`src/design/bls_pkg.sv`:
```
`default_nettype none
// ----------------------------------------------------------------------------
// bls_pkg
// Shared types and constants for the bounded stack: item layouts, opcodes,
// status codes, controller states and the control/status bundles.
// ----------------------------------------------------------------------------
package bls_pkg;

	// Storage geometry.
	localparam int DEPTH       = 8;
	localparam int MAX_RESULTS = 8;
	localparam int ADDR_W      = $clog2(DEPTH);
	localparam int CNT_W       = $clog2(DEPTH + 1);
	localparam int CAP_W       = 4;
	localparam int POS_W       = 4;
	localparam int WORD_W      = 32;
	localparam int K_W         = $clog2(MAX_RESULTS);
	localparam int CMP_W       = (CNT_W > CAP_W) ? CNT_W : CAP_W;
	localparam int CAP_RESET   = 8;

	// Opcodes.
	localparam logic [2:0] OP_PUSH = 3'd0;
	localparam logic [2:0] OP_POP  = 3'd1;
	localparam logic [2:0] OP_PEEK = 3'd2;
	localparam logic [2:0] OP_READ = 3'd3;
	localparam logic [2:0] OP_DUMP = 3'd4;

	// Status codes.
	localparam logic [1:0] ST_OK     = 2'd0;
	localparam logic [1:0] ST_FULL   = 2'd1;
	localparam logic [1:0] ST_EMPTY  = 2'd2;
	localparam logic [1:0] ST_BADPOS = 2'd3;

	typedef struct packed {
		logic [2:0]               opcode;
		logic signed [WORD_W-1:0] push_value;
		logic [POS_W-1:0]         position;
	} in_item_t;

	typedef struct packed {
		logic [1:0]               status;
		logic signed [WORD_W-1:0] read_value;
		logic                     last_of_run;
		logic                     is_empty;
		logic                     is_full;
	} out_item_t;

	typedef enum logic [1:0] {
		S_IDLE,
		S_EXEC,
		S_EMIT
	} state_t;

	// Commands from the controller to the datapath.
	typedef struct packed {
		logic load;
		logic exec;
		logic emit;
	} ctrl_cmd_t;

	// Status from the datapath to the controller.
	typedef struct packed {
		logic no_result;
		logic more;
		logic out_busy;
	} dp_sts_t;

endpackage
`default_nettype wire

```
`src/design/bls_ram.sv`:
```
`default_nettype none
// ----------------------------------------------------------------------------
// bls_ram
// Generic simple dual-port RAM with one write and one registered read per cycle.
// ----------------------------------------------------------------------------
module bls_ram #(
	parameter int WIDTH = 32,
	parameter int DEPTH = 8
) (
	input  wire logic                     clk,
	input  wire logic                     we,
	input  wire logic [$clog2(DEPTH)-1:0] waddr,
	input  wire logic [WIDTH-1:0]         wdata,
	input  wire logic                     re,
	input  wire logic [$clog2(DEPTH)-1:0] raddr,
	output logic      [WIDTH-1:0]         rdata
);

	logic [WIDTH-1:0] mem_q [DEPTH];

	// Write port.
	always_ff @(posedge clk) begin
		if (we) begin
			mem_q[waddr] <= wdata;
		end
	end

	// Registered read port; the data holds while no read is issued.
	always_ff @(posedge clk) begin
		if (re) begin
			rdata <= mem_q[raddr];
		end
	end

endmodule
`default_nettype wire

```
`src/design/bls_ctrl.sv`:
```
`default_nettype none
// ----------------------------------------------------------------------------
// bls_ctrl
// Controller for the stack: takes an item, runs the execute step, then emits
// one result or a run of results for a dump (none for unused opcodes or an empty dump).
// ----------------------------------------------------------------------------
module bls_ctrl (
	input  wire logic              clk,
	input  wire logic              arst_n,
	input  wire logic              in_valid,
	output logic                   in_stall,
	input  wire bls_pkg::dp_sts_t  sts,
	output bls_pkg::ctrl_cmd_t     cmd
);
	import bls_pkg::*;

	state_t state_q;
	state_t state_d;

	// State register.
	always_ff @(posedge clk or negedge arst_n) begin
		if (!arst_n) begin
			state_q <= S_IDLE;
		end else begin
			state_q <= state_d;
		end
	end

	// Next state and commands.
	always_comb begin
		state_d  = state_q;
		cmd      = '0;
		in_stall = 1'b1;
		case (state_q)
			S_IDLE: begin
				in_stall = 1'b0;
				if (in_valid) begin
					cmd.load = 1'b1;
					state_d  = S_EXEC;
				end
			end
			S_EXEC: begin
				cmd.exec = 1'b1;
				state_d  = sts.no_result ? S_IDLE : S_EMIT;
			end
			S_EMIT: begin
				if (!sts.out_busy) begin
					cmd.emit = 1'b1;
					if (!sts.more) begin
						state_d = S_IDLE;
					end
				end
			end
			default: begin
				state_d = S_IDLE;
			end
		endcase
	end

	// An accepted item always moves on to the execute step.
	a_load_exec: assert property (@(posedge clk) disable iff (!arst_n)
		(in_valid && !in_stall) |=> (state_q == S_EXEC))
		else $error("accepted item did not reach execute");

	// The execute step lasts exactly one cycle.
	a_exec_once: assert property (@(posedge clk) disable iff (!arst_n)
		(state_q == S_EXEC) |=> (state_q != S_EXEC))
		else $error("execute step repeated");

	// A result is only emitted while the output side can take it.
	a_emit_free: assert property (@(posedge clk) disable iff (!arst_n)
		cmd.emit |-> !sts.out_busy)
		else $error("emit while output register is held");

endmodule
`default_nettype wire

```
`src/design/bls_dp.sv`:
```
`default_nettype none
// ----------------------------------------------------------------------------
// bls_dp
// Datapath for the stack: item registers, entry count, capacity register,
// word memory, dump index and the output register.
// ----------------------------------------------------------------------------
module bls_dp (
	input  wire logic                         clk,
	input  wire logic                         arst_n,
	input  wire bls_pkg::in_item_t            in_item,
	input  wire logic                         cfg_wr_en,
	input  wire logic [bls_pkg::CAP_W-1:0]    cfg_wr_data,
	input  wire bls_pkg::ctrl_cmd_t           cmd,
	output bls_pkg::dp_sts_t                  sts,
	input  wire logic                         out_stall,
	output logic                              out_valid,
	output bls_pkg::out_item_t                out_item
);
	import bls_pkg::*;

	logic [2:0]               op_q;
	logic signed [WORD_W-1:0] val_q;
	logic [POS_W-1:0]         pos_q;
	logic [CNT_W-1:0]         count_q;
	logic [CAP_W-1:0]         cap_q;
	logic [K_W-1:0]           k_q;
	logic [1:0]               res_st_q;
	logic                     out_valid_q;
	out_item_t                out_q;

	logic [CMP_W-1:0]  count_c;
	logic [CMP_W-1:0]  cap_c;
	logic [CMP_W-1:0]  cap_eff;
	logic [CMP_W-1:0]  pos_c;
	logic [CMP_W-1:0]  n_c;
	logic              full;
	logic              empty;
	logic              pos_bad;
	logic              last;
	logic [ADDR_W-1:0] top_addr;
	logic [ADDR_W-1:0] pos_addr;
	logic [ADDR_W-1:0] next_addr;
	logic              mem_we;
	logic              mem_re;
	logic [ADDR_W-1:0] mem_waddr;
	logic [ADDR_W-1:0] mem_raddr;
	logic [WORD_W-1:0] mem_rdata;

	// Effective capacity, fill flags and position check.
	always_comb begin
		count_c = CMP_W'(count_q);
		cap_c   = CMP_W'(cap_q);
		pos_c   = CMP_W'(pos_q);
		if (cap_c == '0) begin
			cap_eff = CMP_W'(1);
		end else if (cap_c > CMP_W'(DEPTH)) begin
			cap_eff = CMP_W'(DEPTH);
		end else begin
			cap_eff = cap_c;
		end
		full    = (count_c >= cap_eff);
		empty   = (count_q == '0);
		pos_bad = (pos_q == '0) || (pos_c > count_c);
		n_c     = (count_c > CMP_W'(MAX_RESULTS)) ? CMP_W'(MAX_RESULTS) : count_c;
		last    = ((CMP_W'(k_q) + CMP_W'(1)) == n_c);
	end

	// Memory addresses: the top, a position below it, and the next dump entry.
	assign top_addr  = ADDR_W'(count_c - CMP_W'(1));
	assign pos_addr  = ADDR_W'(count_c - pos_c);
	assign next_addr = ADDR_W'(count_c - CMP_W'(k_q) - CMP_W'(2));
	assign mem_waddr = ADDR_W'(count_c);

	// Memory access for the execute step and for each further dump entry.
	always_comb begin
		mem_we    = 1'b0;
		mem_re    = 1'b0;
		mem_raddr = top_addr;
		if (cmd.exec) begin
			case (op_q)
				OP_PUSH: mem_we = !full;
				OP_POP:  mem_re = !empty;
				OP_PEEK: mem_re = !empty;
				OP_READ: begin
					mem_re    = !pos_bad;
					mem_raddr = pos_addr;
				end
				OP_DUMP: mem_re = !empty;
				default: mem_re = 1'b0;
			endcase
		end
		if (cmd.emit && sts.more) begin
			mem_re    = 1'b1;
			mem_raddr = next_addr;
		end
	end

	bls_ram #(
		.WIDTH(WORD_W),
		.DEPTH(DEPTH)
	) u_ram (
		.clk  (clk),
		.we   (mem_we),
		.waddr(mem_waddr),
		.wdata(val_q),
		.re   (mem_re),
		.raddr(mem_raddr),
		.rdata(mem_rdata)
	);

	// Status towards the controller.
	always_comb begin
		sts.no_result = (op_q > OP_DUMP) || ((op_q == OP_DUMP) && empty);
		sts.more      = (op_q == OP_DUMP) && !last;
		sts.out_busy  = out_valid_q && out_stall;
	end

	// Control state: count, capacity, dump index and output valid.
	always_ff @(posedge clk or negedge arst_n) begin
		if (!arst_n) begin
			count_q     <= '0;
			cap_q       <= CAP_W'(CAP_RESET);
			k_q         <= '0;
			out_valid_q <= 1'b0;
		end else begin
			if (cfg_wr_en) begin
				cap_q <= cfg_wr_data;
			end
			if (cmd.exec) begin
				case (op_q)
					OP_PUSH: if (!full) count_q <= count_q + CNT_W'(1);
					OP_POP:  if (!empty) count_q <= count_q - CNT_W'(1);
					OP_DUMP: k_q <= '0;
					default: k_q <= k_q;
				endcase
			end
			if (cmd.emit && sts.more) begin
				k_q <= k_q + K_W'(1);
			end
			if (cmd.emit) begin
				out_valid_q <= 1'b1;
			end else if (!out_stall) begin
				out_valid_q <= 1'b0;
			end
		end
	end

	// Item registers, result status and the output payload.
	always_ff @(posedge clk) begin
		if (cmd.load) begin
			op_q  <= in_item.opcode;
			val_q <= in_item.push_value;
			pos_q <= in_item.position;
		end
		if (cmd.exec) begin
			case (op_q)
				OP_PUSH: res_st_q <= full ? ST_FULL : ST_OK;
				OP_POP:  res_st_q <= empty ? ST_EMPTY : ST_OK;
				OP_PEEK: res_st_q <= empty ? ST_EMPTY : ST_OK;
				OP_READ: res_st_q <= pos_bad ? ST_BADPOS : ST_OK;
				default: res_st_q <= ST_OK;
			endcase
		end
		if (cmd.emit) begin
			out_q.status <= res_st_q;
			if (res_st_q != ST_OK) begin
				out_q.read_value <= '0;
			end else if (op_q == OP_PUSH) begin
				out_q.read_value <= val_q;
			end else begin
				out_q.read_value <= mem_rdata;
			end
			out_q.last_of_run <= (op_q == OP_DUMP) ? last : 1'b1;
			out_q.is_empty    <= empty;
			out_q.is_full     <= full;
		end
	end

	assign out_valid = out_valid_q;
	assign out_item  = out_q;

	// The count never passes the storage depth.
	a_count_max: assert property (@(posedge clk) disable iff (!arst_n)
		CMP_W'(count_q) <= CMP_W'(DEPTH))
		else $error("entry count beyond depth");

	// A successful push grows the stack by one entry.
	a_push_grow: assert property (@(posedge clk) disable iff (!arst_n)
		(cmd.exec && (op_q == OP_PUSH) && !full) |=> (count_q == $past(count_q) + CNT_W'(1)))
		else $error("push did not grow the stack");

	// A failed operation reports a zero word.
	a_err_zero: assert property (@(posedge clk) disable iff (!arst_n)
		(out_valid_q && (out_q.status != ST_OK)) |-> (out_q.read_value == '0))
		else $error("error result carries a word");

endmodule
`default_nettype wire

```
`src/design/bounded_lifo_stack.sv`:
```
`default_nettype none
// ----------------------------------------------------------------------------
// bounded_lifo_stack
// Bounded last-in-first-out stack of signed words with push, pop, peek,
// positional read and dump, built from a controller and a datapath.
//
//   Channel   Direction  Handshake              Carries
//   in        into       in_valid / in_stall    in_item (opcode, word, position)
//   out       out of     out_valid / out_stall  out_item (status, word, flags)
//   cfg       into       cfg_wr_en              cfg_wr_data (capacity in use)
//
// An item is taken, executed with one memory access in the next cycle, and
// its result is loaded into the output register in the emit state, once the
// output side is free. No new item is taken until every result of the last
// one is emitted; a dump reads each further entry while emitting one.
// The output register lets the next item be taken while a result waits.
// A stalled output holds the controller in its emit state until taken.
// Reset empties the stack and sets the capacity to eight; no clearing pass.
// ----------------------------------------------------------------------------
module bounded_lifo_stack (
	input  wire logic                        clk,
	input  wire logic                        arst_n,
	input  wire logic                        in_valid,
	output logic                             in_stall,
	input  wire bls_pkg::in_item_t           in_item,
	output logic                             out_valid,
	input  wire logic                        out_stall,
	output bls_pkg::out_item_t               out_item,
	input  wire logic                        cfg_wr_en,
	input  wire logic [bls_pkg::CAP_W-1:0]   cfg_wr_data
);
	import bls_pkg::*;

	ctrl_cmd_t cmd;
	dp_sts_t   sts;

	// Sequencing.
	bls_ctrl u_ctrl (
		.clk     (clk),
		.arst_n  (arst_n),
		.in_valid(in_valid),
		.in_stall(in_stall),
		.sts     (sts),
		.cmd     (cmd)
	);

	// Storage and result formation.
	bls_dp u_dp (
		.clk        (clk),
		.arst_n     (arst_n),
		.in_item    (in_item),
		.cfg_wr_en  (cfg_wr_en),
		.cfg_wr_data(cfg_wr_data),
		.cmd        (cmd),
		.sts        (sts),
		.out_stall  (out_stall),
		.out_valid  (out_valid),
		.out_item   (out_item)
	);

endmodule
`default_nettype wire

```
`config.mk`:
```
export PLATFORM = sky130hd
export DESIGN_NAME = bounded_lifo_stack
export DESIGN_NICKNAME = d
export VERILOG_FILES = /design/src/design/bls_pkg.sv /design/src/design/bls_ram.sv /design/src/design/bls_ctrl.sv /design/src/design/bls_dp.sv /design/src/design/bounded_lifo_stack.sv
export SDC_FILE = /design/constraint.sdc
export NUM_CORES = 1
export LEC_CHECK = 0
export ABC_AREA = 1
export BUFFER_PORTS_ARGS = -buffer_cell sky130_fd_sc_hd__buf_2
export CAP_MARGIN = 20
export CORE_MARGIN = 3
export CORE_UTILIZATION = 50
export DETAILED_ROUTE_END_ITERATION = 7
export GPL_TIMING_DRIVEN = 0
export PLACE_DENSITY = 0.69
export SYNTH_ARGS = -nofsm -noshare
export SYNTH_HDL_FRONTEND = slang
export SYNTH_SLANG_ARGS = --single-unit
```
`constraint.sdc`:
```
create_clock -name clk -period 5.9 [get_ports clk]
set_clock_uncertainty 0.05 [all_clocks]
set_input_delay 0.59 -clock clk [delete_from_list [all_inputs] [get_ports clk]]
set_output_delay 0.59 -clock clk [all_outputs]
set_load 0.01 [all_outputs]
```
# ---- Yosys cells after proc, flatten, opt, wreduce, memory -nomap -nowiden
# Memories as Yosys holds them, arrays and structs flattened. A register that Yosys moved wholly into a read port is not among the register bits.
# Cells that the tools add are included.
dict set report word_totals {
  latch_bits 0
  in_bits 48
  register_bits 92
  mem_bits_rw 256
  rom_bits 0
  out_inout_bits 39
  memories 1
  wordCells 101
}
dict set report classes {
  shifts 0
  addsub 7
  multipliers 0
  reduce_logical 24
  n_eq_ne 13
  div 0
  n_bitwise 0
  mux 37
  n_lt_le_gt_ge 5
}
# memory words width rd rd_ports_with_merged_regs write_ports line
set mem_list {}
lappend mem_list {u_dp.u_ram.mem_q 8 32 1 1 1 bls_ram.sv:19} ;# logic [WIDTH-1:0] mem_q [DEPTH];
# operator count
set op_table {}
lappend op_table {{$mux W32} 1}
lappend op_table {{$mux W4} 5}
lappend op_table {{$mux W3} 6}
lappend op_table {{$mux W1} 15}
lappend op_table {{$logic_not A4 Y1} 3}
lappend op_table {{$mux W2} 6}
lappend op_table {{$pmux W2 S3} 2}
lappend op_table {{$ne A2 B2 Y1 const B} 5}
lappend op_table {{$gt A4 B4 Y1 const B} 2}
lappend op_table {{$pmux W4 S2} 1}
lappend op_table {{$reduce_bool A2 Y1} 4}
lappend op_table {{$eq A3 B2 Y1 const B} 2}
lappend op_table {{$sub A3 B3 Y3} 2}
lappend op_table {{$add A3 B1 Y4 const B} 1}
lappend op_table {{$add A4 B1 Y4 const B} 1}
lappend op_table {{$eq A4 B4 Y1} 1}
lappend op_table {{$ge A4 B4 Y1} 1}
lappend op_table {{$gt A4 B4 Y1} 1}
lappend op_table {{$logic_and A1 B1 Y1} 4}
lappend op_table {{$logic_not A1 Y1} 4}
lappend op_table {{$reduce_and A4 Y1} 1}
lappend op_table {{$sub A4 B1 Y4 const B} 1}
lappend op_table {{$add A3 B1 Y3 const B} 1}
lappend op_table {{$eq A3 B1 Y1 const B} 1}
lappend op_table {{other kinds (14)} 15}

# ---- Longest topological paths before layout
dict set report logic_depth {
  word_depth 9
  depth_mapped 20
  depth_no_buf 17
}

# ---- Hierarchy
# Synthesis repeated with hierarchy kept, for this count alone.
dict set report hier_totals {
  hier_cells 1543
  hier_area_um2 16449.5
}
# mod area_each_um2 cells_per_inst seq_area_each_um2 n_inst
set by_module_without_submodules {}
lappend by_module_without_submodules {bls_ram 12192.9 1156 8648.3 1}
lappend by_module_without_submodules {bls_dp 4140.2 370 2643.8 1}
lappend by_module_without_submodules {bls_ctrl 116.4 17 50.0 1}

# ---- Least setup slack after synthesis
# Ideal clock, no wire load.
dict set report synth_timing {
  path_kind {register to register}
  start {register u_dp.count_q[0] (netlist: u_dp.count_c[0])}
  end {memory u_dp.u_ram.mem_q[7][0] (enable)}
  n_path_buf 1
  required_time_ns 5.349
  period_less_slack_ns 4.862
  arrival_ns 4.311
  setup_ns 0.501
  setup_slack_ns 1.038
  path_stages_with_launch 7
  path_cell_list {dfrtp_1 > clkbuf_1 > inv_1 > ha_1 > nand4_1 > o211ai_1 > nor4_1}
}
dict set report synth_via {
  elab_chain_len 6
}
# item line
set synth_lines {}
lappend synth_lines {{start: declaration} bls_dp.sv:24} ;# logic [CNT_W-1:0] count_q;
lappend synth_lines {{start signal: assignment} bls_dp.sv:131} ;# OP_PUSH: if (!full) count_q <= count_q + CNT_W'(1);
lappend synth_lines {{start signal: assignment} bls_dp.sv:132} ;# OP_POP: if (!empty) count_q <= count_q - CNT_W'(1);
lappend synth_lines {{$ge A4 B4 Y1} bls_dp.sv:61} ;# full = (count_c >= cap_eff);
lappend synth_lines {{net u_dp.full} bls_dp.sv:36} ;# logic full;
lappend synth_lines {{$logic_not A1 Y1} bls_dp.sv:81} ;# OP_PUSH: mem_we = !full;
lappend synth_lines {{$mux W1} bls_dp.sv:80} ;# case (op_q)
lappend synth_lines {{$mux W1} bls_dp.sv:79} ;# if (cmd.exec) begin
lappend synth_lines {{$mux W1} bls_ram.sv:23} ;# if (we) begin
lappend synth_lines {{$mux W1 (implied by the code)} bls_ram.sv:24} ;# mem_q[waddr] <= wdata;
lappend synth_lines {{end: declaration} bls_ram.sv:19}
# The timed path passes the listed nets, and every way through them passes these cells.

# ---- Worst setup path in the final report
dict set report layout_timing {
  start {register u_dp.op_q[1]}
  end {memory u_dp.u_ram.mem_q[2][6] (enable)}
}
dict set report layout_via {
  elab_chain_len 5
}
# item line
set layout_lines {}
lappend layout_lines {{start: declaration} bls_dp.sv:21} ;# logic [2:0] op_q;
lappend layout_lines {{start signal: assignment} bls_dp.sv:151} ;# op_q <= in_item.opcode;
lappend layout_lines {{$logic_not A3 Y1} bls_dp.sv:80}
lappend layout_lines {{$mux W1} bls_dp.sv:80}
lappend layout_lines {{$mux W1} bls_dp.sv:79}
lappend layout_lines {{$mux W1} bls_ram.sv:23}
lappend layout_lines {{$mux W1 (implied by the code)} bls_ram.sv:24}
# Every way passes these cells.

==> impl_metrics.toml <==
[drt]
drc = 0
via_per_inst = 5.18
ant_nets = 0
firstDrtPassIters = 5
dr.first_iter.drc_count = 931
avgRoutedWirePerCell_um = 17.6
drt_wl_total_mm = 37.5
vias = 11052

[worst_setup_path]
r2r-end = "u_dp.u_ram.mem_q[2][6]"
reg2reg_from = "u_dp.op_q[1]"
cp.arrival_ns = 3.98
endpoint = "u_dp.u_ram.mem_q[2][6]"
r2r_slack_ns = 2.10
critPathKind = "register to register"
reg2reg_depth = 9
worstPathRequired_ns = 6.08
crit_path_start = "u_dp.op_q[1]"
worstPathMaxFanout = 10
critPathCaptureType = "register"
critPathLaunchType = "register"

[final_layout]
finish.instance_area_sq_um = 19100
final_common_cell = "nand2_1"
fill_cells = 2585
multi_input_area_sq_um = 3880
nNetsFinal = 1731
drive_above_1_share_pct = 14.1
final_cell_mix = "nand2_1, edfxtp_1, nand3_1"
syn2layout_area_growth_pct = 15.5
register_area_sq_um = 11300
final-instance-count-excl-fill = 2132
final_util_pct = 59.5
n_antenna_cell = 0

[placement]
place_area_sq_um = 17900
port_buffers = 86
dp_slack_ns = 2.23
gp_congestion = 0.813
placed_cells = 2058
dpl.hpwl_mm = 24.8

[worst_hold_path]
hp-class = "primary input to register"

[floorplanning]
fp.dieH_um = 188
io_pins = 87
die_area_sq_um = 35200
row_count = 65
start_util_pct = 51.5
die_w_um = 188
coreArea_sq_um = 32000

[cts]
cts_tree = "built"
cts_num_sinks = 380
cts_buffers = 40
cts.path.max_buffers = 3
path_clk_slew_ns = 0.06
cts_root_buffer = "clkbuf_16"
h-tree-depth = 2
clock_latency_ns = 0.53
cts_resized = 0

[synth]
synthFlopType = "edfxtp_1"
synth.distinct_cells = 38
ys_warn_count = 0
synthesis.area_sq_um = 16500
synthesis.nets = 1578
yosysSeqAreaShare_pct = 68.7
syn_inst = 1513
async_flop_share_pct = 3.68
synth-edff-count = 366
avgSynthCellArea_sq_um = 10.9
synth-seq-cells = 380

[power_and_ir_drop]
total_power_mw = 8.97
leakagePower_nw = 8.16
ir_drop_mv = 0.274
power.density_nw_per_um2 = 470

[global_route]
grt_max_degree = 32
grt_overflow = 0
grt_pass1_wl_mm = 59.2
grt_pass1_vias = 10988
antenna_found_initial = 0
track_usage_pct = 21.3

[timing]
setup_violations = 0
fin_ws_ns = 2.10
fin_setup_tns_ns = 0
fin_crit_sh_pct = 64.4
layout_min_cycle_time_ns = 3.80
worst_slew_pin_slew_ns = 0.799
drv_slew = 0
timing.slew.headroom_pct = 46.5
hold_slack_ns = 0.178
hold_violations = 0
rsz0062_at_grt = "false"
clock.fmax_mhz = 263

[outcome]
status = "finished, final reports clean"

[flow_run]
max_cap_violations = 0
[worst max-delay path: stages (launching register included)]
cell,delay (ns)
edfxtp_1,0.41
nor2_1,0.16
inv_1,0.08
nor2_1,0.60
clkinv_1,0.54
nor3_1,0.36
nand2_1,0.22
nor3_2,0.65
buf_6,0.24
buf_6,0.18
[cells in the mapped netlist (all sizes together) (3+ instances only)]
cell type  instances  area [sq um]
nor3               7          35.0
buf               54           294
nand2            379          1440
o21ai             16          91.3
edfxtp           366         11000
nand3            267          1340
nor2              16          62.6
a21oi             41           209
xnor2              4          35.0
nand4              4          31.3
ha                16           200
xor2               5          43.8
dfrtp             13           325
clkbuf            20          75.1
inv              262           986
o211ai             3          22.5
nand3b            32           240
[cells by family (layout without fill, tap and decap cells)]
kind of cell,Yosys count,count (layout),share of synthesized area (%)
AOI/OAI and AO/OA,62,62,2.05
and+or+nand+nor,707,707,19.2
DFF,380,380,68.7
xor gates and xnor gates,9,9,0.477
muxes,1,1,0.0682
buffers and inverters,337,521,8.23
adders and majority gates,17,17,1.33
[cell type report]
class	instances	area share, %
Buffer	74	1.93
Clock buffer	54	5.63
Clock inverter	19	0.636
Inverter	263	5.19
Multi-Input combinational cell	796	20.3
Sequential cell	380	59.5
Tap cell	435	2.85
Timing Repair Buffer	111	3.97
[repair_timing]
item,4_1_cts,5_1_grt
buffers inserted,0,0
hold buffers,1,0
hold endpoints to repair,13,0
[flip-flops by register name, indices dropped and copies added, names as in the netlist]
signal / cells
u_dp.k_q: 3
u_dp.count_c: 4
u_dp.pos_c: 4
u_dp.res_st_q: 2
u_dp.out_item: 37
u_dp.op_q: 3
u_dp.val_q: 32
u_dp.u_ram.mem_q: 256
u_dp.cap_c: 4
u_dp.u_ram.rdata: 32
u_dp.out_valid: 1
u_ctrl.state_q: 2
[power by group]
part,internal (mW),total [mW],switching (mW)
sequential,3.34,3.49,0.146
clock,1.32,2.32,0.993
combinational,1.00,3.16,2.16
total,5.67,8.97,3.30
[worst min path at each step]
stage / from / end / slack, ns / cells past startpoint
floorplan: arst_n / u_ctrl.state_q[0] / 0.24 / 0
global placement: u_dp.res_st_q[0] / u_dp.out_item[35] / 0.44 / 0
detailed placement: u_dp.res_st_q[0] / u_dp.out_item[35] / 0.41 / 0
CTS: in_item[29] / u_dp.val_q[25] / 0.16 / 1
global route: in_item[29] / u_dp.val_q[25] / 0.16 / 1
finish: in_item[29] / u_dp.val_q[25] / 0.18 / 1
[layer usage]
| metal | global-route usage, % | routed length (um) | vias up |
|---|---|---|---|
| li1 | - | - | 5324 |
| met1 | 28.7 | 15600 | 5199 |
| met2 | 35.7 | 18300 | 455 |
| met3 | 3.33 | 2670 | 74 |
| met4 | 6.98 | 951 | 0 |
| met5 | 0 | 0 | - |
Power figures use the tool's default switching activity.
